File: src/design/ttli_pkg.sv
`timescale 1ns / 1ps
`default_nettype none
// ----------------------------------------------------------------------------
// ttli_pkg: shared types and constants for the transposition table
// Field widths, table geometry, the slot layout and the request structs
// passed between the table store and the update logic.
// ----------------------------------------------------------------------------
package ttli_pkg;

  // Table geometry. The slot index is the low bits of the key, so the
  // entry count must be a power of two.
  localparam int ENTRIES   = 4096;
  localparam int IDX_W     = $clog2(ENTRIES);
  localparam int LOAD_W    = $clog2(ENTRIES + 1);

  // Word field widths.
  localparam int KEY_W     = 64;
  localparam int TAG_SHIFT = 16;
  localparam int TAG_W     = KEY_W - TAG_SHIFT;
  localparam int MOVE_W    = 16;
  localparam int DEPTH_W   = 8;
  localparam int EVAL_W    = 16;
  localparam int KIND_W    = 2;

  // Operation codes.
  typedef enum logic {
    MODE_LOOKUP = 1'b0,
    MODE_INSERT = 1'b1
  } mode_t;

  // One table slot; a slot is empty when its move is zero.
  typedef struct packed {
    logic [TAG_W-1:0]          tag;
    logic [MOVE_W-1:0]         move;
    logic [DEPTH_W-1:0]        depth;
    logic signed [EVAL_W-1:0]  eval;
    logic [KIND_W-1:0]         kind;
  } entry_t;

  // An accepted word after the input register.
  typedef struct packed {
    mode_t                     mode;
    logic [IDX_W-1:0]          idx;
    logic [TAG_W-1:0]          tag;
    logic [DEPTH_W-1:0]        depth;
    logic [MOVE_W-1:0]         move;
    logic signed [EVAL_W-1:0]  eval;
    logic [KIND_W-1:0]         kind;
  } item_t;

  // Write request into the table.
  typedef struct packed {
    logic              en;
    logic [IDX_W-1:0]  idx;
    entry_t            data;
  } wr_req_t;

endpackage
`default_nettype wire

File: src/design/ttli_update.sv
`timescale 1ns / 1ps
`default_nettype none
// ----------------------------------------------------------------------------
// ttli_update: slot compare, load count and write-back
// Compares the addressed slot with the word, forms the result, keeps the
// occupied-slot count and issues the write for an insert.
// ----------------------------------------------------------------------------
module ttli_update
  import ttli_pkg::*;
(
  input  wire logic              clk,
  input  wire logic              rst,
  input  wire logic              s1_valid,
  input  wire item_t             s1,
  input  wire entry_t            rd_data,
  output wr_req_t                wr,
  output logic                   done,
  output logic                   slot_occupied,
  output logic                   tag_match,
  output logic                   deep_match,
  output logic [MOVE_W-1:0]      stored_move,
  output logic [DEPTH_W-1:0]     stored_depth,
  output logic [LOAD_W-1:0]      load_count
);

  logic             fwd_en;
  logic [IDX_W-1:0] fwd_idx;
  entry_t           fwd_data;
  entry_t           old_entry;
  logic             occ;
  logic             tmatch;
  logic             dmatch;
  logic             is_insert;
  logic             new_occ;
  logic [LOAD_W-1:0] count;
  logic [LOAD_W-1:0] count_next;

  // The read for this word was taken at the edge of the previous write;
  // a write to the same slot then is forwarded instead.
  always_ff @(posedge clk) begin
    if (rst) begin
      fwd_en <= 1'b0;
    end else begin
      fwd_en <= wr.en;
    end
  end

  always_ff @(posedge clk) begin
    fwd_idx  <= wr.idx;
    fwd_data <= wr.data;
  end

  assign old_entry = (fwd_en && (fwd_idx == s1.idx)) ? fwd_data : rd_data;

  // Slot compare.
  assign occ    = (old_entry.move != '0);
  assign tmatch = occ && (old_entry.tag == s1.tag);
  assign dmatch = tmatch && (old_entry.depth >= s1.depth);

  // Occupied-slot count follows empty/occupied transitions of inserts.
  assign is_insert = s1_valid && (s1.mode == MODE_INSERT);
  assign new_occ   = (s1.move != '0);

  always_comb begin
    count_next = count;
    if (is_insert) begin
      if (!occ && new_occ) begin
        count_next = count + 1'b1;
      end else if (occ && !new_occ && (count != '0)) begin
        count_next = count - 1'b1;
      end
    end
  end

  // Write-back of an insert overwrites the whole slot.
  always_comb begin
    wr.en         = is_insert;
    wr.idx        = s1.idx;
    wr.data.tag   = s1.tag;
    wr.data.move  = s1.move;
    wr.data.depth = s1.depth;
    wr.data.eval  = s1.eval;
    wr.data.kind  = s1.kind;
  end

  // Control state: count and result strobe.
  always_ff @(posedge clk) begin
    if (rst) begin
      count <= '0;
      done  <= 1'b0;
    end else begin
      count <= count_next;
      done  <= s1_valid;
    end
  end

  // Result word register.
  always_ff @(posedge clk) begin
    if (s1_valid) begin
      slot_occupied <= occ;
      tag_match     <= tmatch;
      deep_match    <= dmatch;
      stored_move   <= old_entry.move;
      stored_depth  <= old_entry.depth;
      load_count    <= count_next;
    end
  end

`ifndef SYNTHESIS
  // Match flags are nested: deep implies tag implies occupied.
  a_flag_nesting: assert property (@(posedge clk) disable iff (rst)
    done |-> ((!deep_match || tag_match) && (!tag_match || slot_occupied)))
    else $error("result flags not nested");

  // One word moves the count by at most one.
  a_count_step: assert property (@(posedge clk) disable iff (rst)
    $past(!rst) |-> ((count == $past(count)) ||
                     (count == LOAD_W'($past(count) + 1'b1)) ||
                     (LOAD_W'(count + 1'b1) == $past(count))))
    else $error("load count jumped");
`endif

endmodule
`default_nettype wire

File: config.mk
export PLATFORM = sky130hd
export DESIGN_NAME = ttli_update
export DESIGN_NICKNAME = d
export VERILOG_FILES = /design/src/design/ttli_pkg.sv /design/src/design/ttli_update.sv
export SDC_FILE = /design/constraint.sdc
export NUM_CORES = 1
export LEC_CHECK = 0
export BUFFER_PORTS_ARGS = -buffer_cell sky130_fd_sc_hd__buf_2
export CORE_AREA = 2 2 131 133
export CTS_BUF_LIST = sky130_fd_sc_hd__clkbuf_8
export DETAILED_ROUTE_END_ITERATION = 10
export DIE_AREA = 0 0 133 135
export PLACE_DENSITY = 0.77
export SLEW_MARGIN = 20
export SYNTH_ARGS = -nofsm -noshare
export SYNTH_HDL_FRONTEND = slang
export SYNTH_SLANG_ARGS = --single-unit
File: constraint.sdc
create_clock -name clk -period 9.95 [get_ports clk]
set_clock_uncertainty 0.2 [all_clocks]
set_input_delay 0.4975 -clock clk [delete_from_list [all_inputs] [get_ports clk]]
set_output_delay 0.4975 -clock clk [all_outputs]
set_load 0.02 [all_outputs]
## Yosys cells after proc, flatten, opt, wreduce, memory -nomap -nowiden

Index checks and enable logic that the tools add are counted.

- Bits in registers: 157

- $add $sub $neg: 2
- $lt $le $gt $ge: 1
- Eq/ne operators: 2
- Mux-type cells: 4
- Reductions and logical operators: 12

Operators with widths:

| kind | count |
|---|---|
| 2-to-1 mux 90 bit | 1 |
| == test 48 bit | 1 |
| 2-to-1 mux 13 bit | 3 |
| nonzero test 16 bit | 2 |
| adder 13 x 1 -> 13 bit, second input constant | 1 |
| nonzero test 13 bit | 1 |
| subtractor 13 x 1 -> 13 bit, second input constant | 1 |
| == test 12 bit | 1 |
| >= comparator 8 bit | 1 |
| logical AND 1 bit | 7 |
| logical NOT 1 bit | 2 |

## Longest topological paths before layout

Gate-level depths: netlist (run 1).

- Word-level depth: 9
- Depth in mapped cells: 14
- Mapped depth without buffers: 11

## Least setup slack after synthesis (run 1)

Ideal clock, no wire load.

- Kind: input to register
- Start: in s1[101] (netlist bit)
- End: reg deep_match, data pin
- Setup time: 0.255 ns
- Data arrival time: 3.373 ns
- Data required time: 9.495 ns
- Setup slack: 6.122 ns
- Stages: 14
- Path buffers: 3
- Cells stage by stage: xnor2_1 -> nand4_1 -> nor4_4 -> buf_2 -> buf_2 -> buf_2 -> mux2i_1 -> ha_1 -> nand2b_1 -> a21o_1 -> a21o_1 -> a21oi_1 -> o21ai_0 -> and3_1

- Word-level cells in the longest chain between the ends: 6

Ends and longest elaborated chain:

| element | RTL line | text |
|---|---|---|
| start: declaration | ttli_update.sv:14 | `input wire item_t s1,` |
| == test 12 bit * | ttli_update.sv:53 | `assign old_entry = (fwd_en && (fwd_idx == s1.idx)) ? fwd_data : rd_data;` |
| logical AND 1 bit * | ttli_update.sv:53 |  |
| 2-to-1 mux 90 bit * | ttli_update.sv:53 |  |
| parallel branches: the longest is 2 deep, another holds >= comparator 8 bit | - |  |
| logical AND 1 bit * | ttli_update.sv:58 | `assign dmatch = tmatch && (old_entry.depth >= s1.depth);` |
| named net dmatch | ttli_update.sv:32 | `logic dmatch;` |
| end signal: assignment | ttli_update.sv:102 | `deep_match <= dmatch;` |
| end: declaration | ttli_update.sv:20 | `output logic deep_match,` |

Mark *: on every way through the listed nets, which the timed path passes.
A chain may end at the register's enable or synchronous reset.

## Worst setup path after layout (run 1)

Same ends and word-level chain as after synthesis.

==> results.toml, run 1 <==
[synthesis]
synth_top_cell_by_area = "dfxtp_1"
synthArstFlopShare_pct = 0
synth-xor-area-share_pct = 10.05
ys_types = 46
synth_top_family_by_area = "buffers and inverters"
synth_edf_count = 40
synth_warnings = 0
synth_simple_gate_area_share_pct = 10.93
syn_nets = 804
synth.area.mux_share_pct = 6.640
postSynthCellCount = 598
synth-compound-area-share_pct = 6.831
synth-seq-cells = 139
ys_top_cells_by_area = "dfxtp_1 (30%), edfxtp_1 (18%), buf_4 (12%)"
synth_top_area_share_pct = 30.31
synth_adder_area_share_pct = 1.914
syn_avg_cell_area_um2 = 10.93
synth-seq-area-share_pct = 48.68
ys.flop_type = "dfxtp_1"
netlist_area_um2 = 6539

[critical_path]
end_kind = "register"
critPathMaxFanout = 44
timing.rr.end = "deep_match$_DFFE_PP_"
crit_type = "in2reg"
cp-start-kind = "primary input"
crit_arrival_ns = 4.03
required_ns = 9.96
ff2ff_setup_slack_ns = 6.38
reg2reg_depth = 12
r2r_start = "fwd_idx[2]$_DFF_P_"

[drt]
wl_per_cell_um = 17.90
via_per_inst = 4.888
ant_nets = 0
dr.pass1.iters = 6
wl_mm = 19.67
drt-initial-drc-count = 277
drc_errors = 0
vias = 5372

[clock_network]
cts_root_buf = "clkbuf_8"
tritoncts = "done"
clk_path_buf_depth = 2
h-tree-depth = 4
cts.clk_slew.worst_paths_ns = 0.09
cts_setup_buffers = 0
clkSinkCount = 139
cts_buffers = 17
insertion_delay_ns = 0.44
ctsResizeCount = 0

[pwr]
internal_power_uw = 928.6
leakage_uw = 0.003918
power_frac_comb_pct = 15.9
pwr-share-clk_pct = 36.1
power_density_nw_per_um2 = 150.7
p_sw_share_pct = 28.18
pwr-share-seq_pct = 48.0
peakVddDrop_mv = 0.07687
p_sw_uw = 364.4

[floorplanning]
num_io_pins = 340
fp.dieW_um = 133
initial_core_util_pct = 39.85
dieHeight_um = 135
placementRows = 47
dieArea_um2 = 17960
core-area_um2 = 16410

[min_path]
min-delay-path-class = "in2reg"
hp-start = "s1[59]"
worstHoldPathCells = 1
holdPathEnd = "fwd_data[59]$_DFF_P_"

[placed_design]
dp_slack_ns = 5.846
port_buffers = 285
gp_congestion = 0.9381
dp_hpwl_mm = 14.43

[global_routing]
grt_usage_pct = 21.41
grt_max_degree = 45
overflow = 0
grt_pass1_vias = 5340
antenna_found_initial = 1
grt_pass1_wl_mm = 28.69

[layout]
final_layout_size_suffix_gt1_share_pct = 39.70
finalNetCount = 1072
diodes = 0
layout_commonest_cell = "buf_2"
syn_to_final_growth_pct = 31.25
final_cell_mix = "buf_2 (285), dfxtp_1 (99), dlygate4sd3_1 (74), inv_1 (46), xor2_1 (46)"

[sta]
tns_ns = 0
fin_crit_ns = 4.025
tightest_slew_ns = 0.9474
rsz0062_at_grt = "false"
setup_viol = 0
slew_violations = 0
hold-worst-slack_ns = 0.03183
relSlewSlack_pct = 36.84
finalWorstSetupSlack_ns = 5.925
finalHoldViolations = 0
layout_worst_path_cycle_share_pct = 40.45
fmax_mhz = 248.4

[outcome]
outcome = "completed"

[run]
cap_violations = 0
## cell usage after synthesis (2+ instances only)
cell       number
a2111oi_0       3
a21o_1          3
a21oi_1         5
a221oi_1        6
a222oi_1        4
a22o_1          3
a22oi_1         7
and2_0          2
and2_1          2
and3_1          7
and4_1          6
buf_2           5
buf_4         103
clkbuf_1        3
dfxtp_1        99
edfxtp_1       40
ha_1           10
inv_1          45
mux2_2         27
mux2i_1        13
nand2_1        13
nand2b_1        4
nand3_1         4
nand4_1        10
nor2_1         11
nor2b_1        11
nor3_1          8
nor4_1         27
nor4_4          2
o21ai_0         7
o22ai_1        18
o2bb2ai_1       2
or4_1           2
xnor2_1        29
xor2_1         46
## timing repair
| item | 4_1_cts | 5_1_grt |
|---|---|---|
| endpoints found under the setup margin | 0 | 0 |
| hold buffers | 71 | 3 |
| endpoints found under the hold margin | 71 | 3 |
## critical path, stage by stage
cell	delay [ns]
dlygate4sd3_1	0.54
buf_2	0.14
xnor2_1	0.15
nand4_1	0.18
nor4_4	0.37
buf_4	0.60
mux2i_1	0.30
ha_1	0.26
nand2b_1	0.14
a21o_1	0.17
a21o_1	0.16
a21oi_1	0.20
o21ai_0	0.11
and3_1	0.18
## routing by layer
metal	vias up	GRT usage [%]	wire, µm
met1	2460	21.83	7202
met5	-	0	13
met3	53	6.119	1412
li1	2552	-	-
met4	2	12.19	895
met2	305	39.29	10150
## registers in the layout (all words and copies together), names as in the netlist
signal / cells
done: 1
stored_move: 16
slot_occupied: 1
count: 13
load_count: 13
fwd_idx: 12
tag_match: 1
fwd_en: 1
fwd_data: 72
stored_depth: 8
deep_match: 1
## final cells by class
type                       count  area [µm²]
clock buffer                  17       234.0
clock inverter                15       163.9
fill                        1384        7825
inverter                      45       168.9
multi-input combinational    303        2382
sequential                   139        3183
tap                          220       275.3
timing repair buffer         360        2175
## logic make-up after synthesis
family                   count (synthesis)
multiplexers                            40
XOR/XNOR                                75
flip-flops                             139
adder cells (fa/ha/maj)                 10
buffers and inverters                  156
AND/OR/NAND/NOR                        116
AO/OA/AOI/OAI                           62
## through the flow
stage / cells / util, % / power (µW) / cell area [µm²]
after floorplan: 598 / - / 754.6 / 6539
after global placement: 993 / 45.34 / 812.0 / 7438
after detailed placement: 993 / 45.34 / 815.0 / 7438
after CTS: 1096 / 52.09 / 1302 / 8547
after global routing: 1099 / 52.31 / 1346 / 8582
final: 1099 / 52.31 / 1293 / 8582
## power by group through the flow
| stage | registers (µW) | clock network (µW) | logic, µW |
|---|---|---|---|
| finish | 621 | 466 | 205 |
| global route | 624 | 503 | 219 |
| CTS | 621 | 479 | 203 |
| detailed placement | 634 | 0 | 181 |
| global placement | 633 | 0 | 179 |
| floorplan | 647 | 0 | 107 |
## worst max path at each step
stage	from	slack (ns)	end	cells after the start
after detailed placement	rd_data[37]	5.85	count[7]$_SDFF_PP0_	9
after global placement	rd_data[37]	5.86	load_count[9]$_DFFE_PP_	8
after floorplan	s1[101]	6.12	deep_match$_DFFE_PP_	14
final	s1[101]	5.92	deep_match$_DFFE_PP_	14
after CTS	s1[101]	5.89	count[9]$_SDFF_PP0_	11
after global routing	s1[101]	5.76	deep_match$_DFFE_PP_	14
No activity file was read; power rests on OpenSTA's default activity.
==> inputs of run 2 (changes only) <==
Settings changed: CORE_AREA 2 2 131 133 to 2 2 132 134, DIE_AREA 0 0 133 135 to 0 0 134 136.
Clock period 9.95 ns to 4.2 ns, I/O delays scaled along.
==> run 2 against run 1 <==
Largest power group unchanged. Cell count up 3.9%. First-iteration DRC count up 1.1%. Critical path depth unchanged. Die area up 1.5%. Global-route usage up 0.60 points. Hold slack better by 0.15 ns. Register-to-register slack worse by 5.6 ns. Cell area up 4.1%. Clock power up 120%. Largest cell class unchanged. Worst setup slack worse by 5.2 ns.
==> results.toml, run 2 (same netlist as run 1, synthesis figures left out) <==
[outcome]
outcome = "completed"

[critical_path]
required_ns = 4.19
worst_path_largest_cell_delay_ns = 0.52
end_kind = "register"
cp_slowest_cell = "dlygate4sd3_1"
crit_type = "in2reg"
critPathBufInv = 3
critPathMaxFanout = 45
worst_path_most_repeated_cell = "a21o_1"
path_cells = "dlygate4sd3_1, buf_2, xnor2_1, nand4_1, nor4_4, buf_12, mux2i_1, ha_1, nand2b_1, a21o_1, a21o_1, a21oi_1, o21ai_0, and3_1"
crit_family = "buffers and inverters"
cp-start-kind = "primary input"
crit_arrival_ns = 3.48
ff2ff_setup_slack_ns = 0.83

[global_routing]
antenna_found_initial = 0
grt_pass1_wl_mm = 30.22
overflow = 0
grt_pass1_vias = 5631
grt_usage_pct = 22.01
grt_max_degree = 46

[clock_network]
clkSinkCount = 139
tritoncts = "done"
cts_buffers = 17
clk_path_buf_depth = 2
insertion_delay_ns = 0.45
cts_setup_buffers = 0
cts_root_buf = "clkbuf_8"
h-tree-depth = 4
cts.clk_slew.worst_paths_ns = 0.09

[layout]
seq_area_um2 = 3183
largest_reg_flops = 72
syn_to_final_growth_pct = 36.64
multi_input_area_um2 = 2377
final_cell_mix = "buf_2 (285), dlygate4sd3_1 (110), dfxtp_1 (99), xor2_1 (46), inv_1 (45)"
regMostFlops = "fwd_data"
finalNetCount = 1110
diodes = 0
final_layout_size_suffix_gt1_share_pct = 38.28
fillers = 1437
top_regs = "fwd_data x72, stored_move x16"
layout_commonest_cell = "buf_2"

[sta]
rsz0062_at_grt = "false"
finalHoldViolations = 0
hold-worst-slack_ns = 0.1817
tightest_slew_ns = 0.5864
fin_crit_ns = 3.489
tns_ns = 0
slew_violations = 0
fmax_mhz = 286.6
layout_worst_path_cycle_share_pct = 83.08
relSlewSlack_pct = 60.54
setup_viol = 0

[pwr]
leakage_uw = 0.004064
power_density_nw_per_um2 = 336.0
peakVddDrop_mv = 0.1546
p_total_uw = 3002

[drt]
drc_errors = 0
wl_per_cell_um = 17.70
vias = 5539
ant_nets = 0
via_per_inst = 4.850
dr.pass1.iters = 5
wl_mm = 20.22
drt-initial-drc-count = 280

[floorplanning]
core-area_um2 = 16880
num_io_pins = 340
dieArea_um2 = 18220
dieHeight_um = 136
placementRows = 48
fp.dieW_um = 134
initial_core_util_pct = 38.75

[min_path]
min-delay-path-class = "in2reg"

[placed_design]
gp_congestion = 0.9461
port_buffers = 285
dp_hpwl_mm = 13.90

[run]
cap_violations = 0
==> run 2: per-stage QoR <==
| stage | setup WS (ns) | util [%] | cell area [µm²] | instances |
|---|---|---|---|---|
| 6_report | 0.7107 | 52.94 | 8935 | 1142 |
| 5_1_grt | 0.5038 | 52.94 | 8935 | 1142 |
| 4_1_cts | 0.7325 | 52.94 | 8935 | 1142 |
| 3_5_place_dp | 0.7914 | 44.28 | 7472 | 1000 |
| 3_3_place_gp | 0.8523 | 44.28 | 7472 | 1000 |
| 2_1_floorplan | 0.5884 | - | 6539 | 598 |
==> run 2: power breakdown <==
group          switching, µW  internal [µW]  total, µW
logic                    281            236        517
registers               26.0           1450       1470
clock network            583            429       1010
total                    890           2110       3000
==> run 2: path summary, 6_finish.rpt <==
check / start / end / cells past startpoint
worst max register to register: fwd_idx[11]$_DFF_P_ / deep_match$_DFFE_PP_ / 12
worst min-delay path: s1_valid / load_count[6]$_DFFE_PP_ / 2
worst min register to register: count[7]$_SDFF_PP0_ / count[7]$_SDFF_PP0_ / 2
worst max-delay path: s1[101] / deep_match$_DFFE_PP_ / 14
==> run 2: final cells by class <==
cell class / count / area share (%)
Sequential cell: 139 / 35.63
Clock inverter: 15 / 1.428
Inverter: 45 / 1.890
Tap cell: 225 / 3.151
Timing Repair Buffer: 398 / 28.68
Clock buffer: 17 / 2.619
Multi-Input combinational cell: 303 / 26.61
==> run 2: routing by layer <==
metal,GRT usage [%],part of all wire (%),vias up
li1,-,-,2616
met1,23.32,38,2562
met2,40.28,51,301
met3,5.108,6.2,60
met4,12.29,4.2,0
met5,0,0,-
==> run 2: worst register-to-register path, stage by stage, from the launching register on <==
cell,delay (ns)
dfxtp_1,0.32
xnor2_1,0.17
nand4_1,0.19
nor4_4,0.34
buf_12,0.32
mux2i_1,0.31
ha_1,0.26
nand2b_1,0.13
a21o_1,0.17
a21o_1,0.18
a21oi_1,0.21
o21ai_0,0.13
and3_1,0.19
==> run 2: repair_timing <==
| action | in CTS | in global routing |
|---|---|---|
| endpoints found under the hold margin | 122 | 0 |
| gates resized for setup | 0 | 0 |
| hold buffers | 110 | 0 |
==> inputs of run 3 (changes only) <==
Clock period 4.2 ns to 3.4 ns, I/O delays scaled along.
==> run 3 against run 2 <==
Global-route usage increased by 0.087 points. Via count grew 2.1%. Sequential power grew 24%. Critical endpoint unchanged.
==> results.toml, run 3 (same netlist as run 1, synthesis figures left out) <==
[critical_path]
worst_path_largest_cell_delay_ns = 0.55
worstSetupStartpoint = "s1[90]"
reg2reg_depth = 10
required_ns = 3.39
r2r_start = "fwd_idx[2]$_DFF_P_"
crit_type = "in2reg"
path_cells = "dlygate4sd3_1, buf_2, xnor2_1, nand4_1, nor4_4, buf_12, buf_4, mux2_2, ha_1, a2111oi_1, o21ai_0, and3_1"
cp_slowest_cell = "dlygate4sd3_1"
critPathMaxFanout = 11
cp-start-kind = "primary input"
crit_arrival_ns = 3.28
end_kind = "register"

[layout]
final_layout_size_suffix_gt1_share_pct = 39.25
final_cell_count_no_fill = 1155
largest_reg_flops = 72
final_cell_mix = "buf_2 (285), dlygate4sd3_1 (110), dfxtp_1 (99), inv_1 (46), xor2_1 (46)"
syn_to_final_growth_pct = 39.05
top_regs = "fwd_data x72, stored_move x16"
finalNetCount = 1123
diodes = 0
regMostFlops = "fwd_data"
layout_commonest_cell = "buf_2"
post-route-util_pct = 53.88

[pwr]
p_total_uw = 3882
power_density_nw_per_um2 = 426.9
peakVddDrop_mv = 0.2437
leakage_uw = 0.004169

[floorplanning]
dieArea_um2 = 18220
core-area_um2 = 16880
num_io_pins = 340
fp.dieW_um = 134
placementRows = 48
dieHeight_um = 136
initial_core_util_pct = 38.75

[clock_network]
insertion_delay_ns = 0.44
tritoncts = "done"
clkSinkCount = 139
cts.clk_slew.worst_paths_ns = 0.08
clk_path_buf_depth = 2
cts_root_buf = "clkbuf_8"
h-tree-depth = 4
cts_buffers = 17

[global_routing]
grt_pass1_wl_mm = 30.44
grt_usage_pct = 22.10
grt_pass1_vias = 5694
overflow = 0
antenna_found_initial = 0
grt_max_degree = 42

[drt]
drc_errors = 0
route.met2.wl_mm = 10.72
vias = 5654
routed.top_layer = "met4"
dr.pass1.iters = 4
ant_nets = 0
wl_mm = 20.46
wl_met3_mm = 1.273
via_per_inst = 4.895
wl_met1_mm = 7.691
wl_per_cell_um = 17.72
drt-initial-drc-count = 282

[placed_design]
gp_congestion = 0.8979
port_buffers = 285
dp_hpwl_mm = 14.07
dp_cells = 1006

[sta]
fmax_mhz = 304.3
slew_violations = 0
tightest_slew_ns = 0.5834
layout_worst_path_cycle_share_pct = 96.64
relSlewSlack_pct = 60.75
finalHoldViolations = 0
tns_ns = 0
setup_viol = 0
fin_crit_ns = 3.286

[outcome]
outcome = "completed"

[min_path]
hp-start = "s1[14]"
worstHoldPathCells = 0
min-delay-path-class = "in2out"

[run]
cap_violations = 0
run 3: metal layers:
| metal | vias up | global-route usage (%) |
|---|---|---|
| met4 | 0 | 11.17 |
| met3 | 61 | 5.220 |
| met1 | 2643 | 22.78 |
| met5 | - | 0 |
| met2 | 305 | 41.71 |
| li1 | 2645 | - |
run 3: final cells by class:
| cell class | count | area (µm²) |
|---|---|---|
| Clock buffer | 18 | 247.7 |
| Clock inverter | 14 | 168.9 |
| Fill cell | 1409 | 7784 |
| Inverter | 45 | 168.9 |
| Multi-Input combinational cell | 303 | 2382 |
| Sequential cell | 139 | 3183 |
| Tap cell | 225 | 281.5 |
| Timing Repair Buffer | 411 | 2660 |
run 3: power breakdown:
part / switching (µW) / leakage [µW] / total, µW / internal, µW
combinational: 347 / 0.00273 / 640 / 292
sequential: 32.1 / 0.00123 / 1820 / 1790
clock: 673 / 0.000215 / 1420 / 749
run 3: stage by stage:
stage	worst slack [ns]	instance area, µm²	hold WS, ns
after CTS	0.1355	9035	0.1346
after global routing	-0.03333	9092	0.1400
final	0.1141	9092	0.1400
after global placement	0.2650	7517	0.1016
after floorplan	0.01308	6550	-0.002283
after detailed placement	0.2146	7517	0.1021
run 3: final timing paths:
check	endpoint	slack, ns
setup reg to reg	deep_match$_DFFE_PP_	0.25
hold reg to reg	stored_depth[4]$_DFFE_PP_	0.36
setup / recovery	deep_match$_DFFE_PP_	0.11
hold / removal	wr[14]	0.14
run 3: repair_timing:
item | CTS | global route
setup buffers | 0 | 7
hold buffers | 110 | 0
gates resized for setup | 0 | 2
endpoints found under the hold margin | 122 | 0
setup endpoints to repair | 0 | 2
run 3: worst max-delay path, delay by kind of cell:
family          cells  cell delay, ns
fa+ha+maj           1            0.30
mux                 1            0.34
xor+xnor            1            0.16
simple gates        3            0.78
compound gates      2            0.52
buf+inv             4            1.01
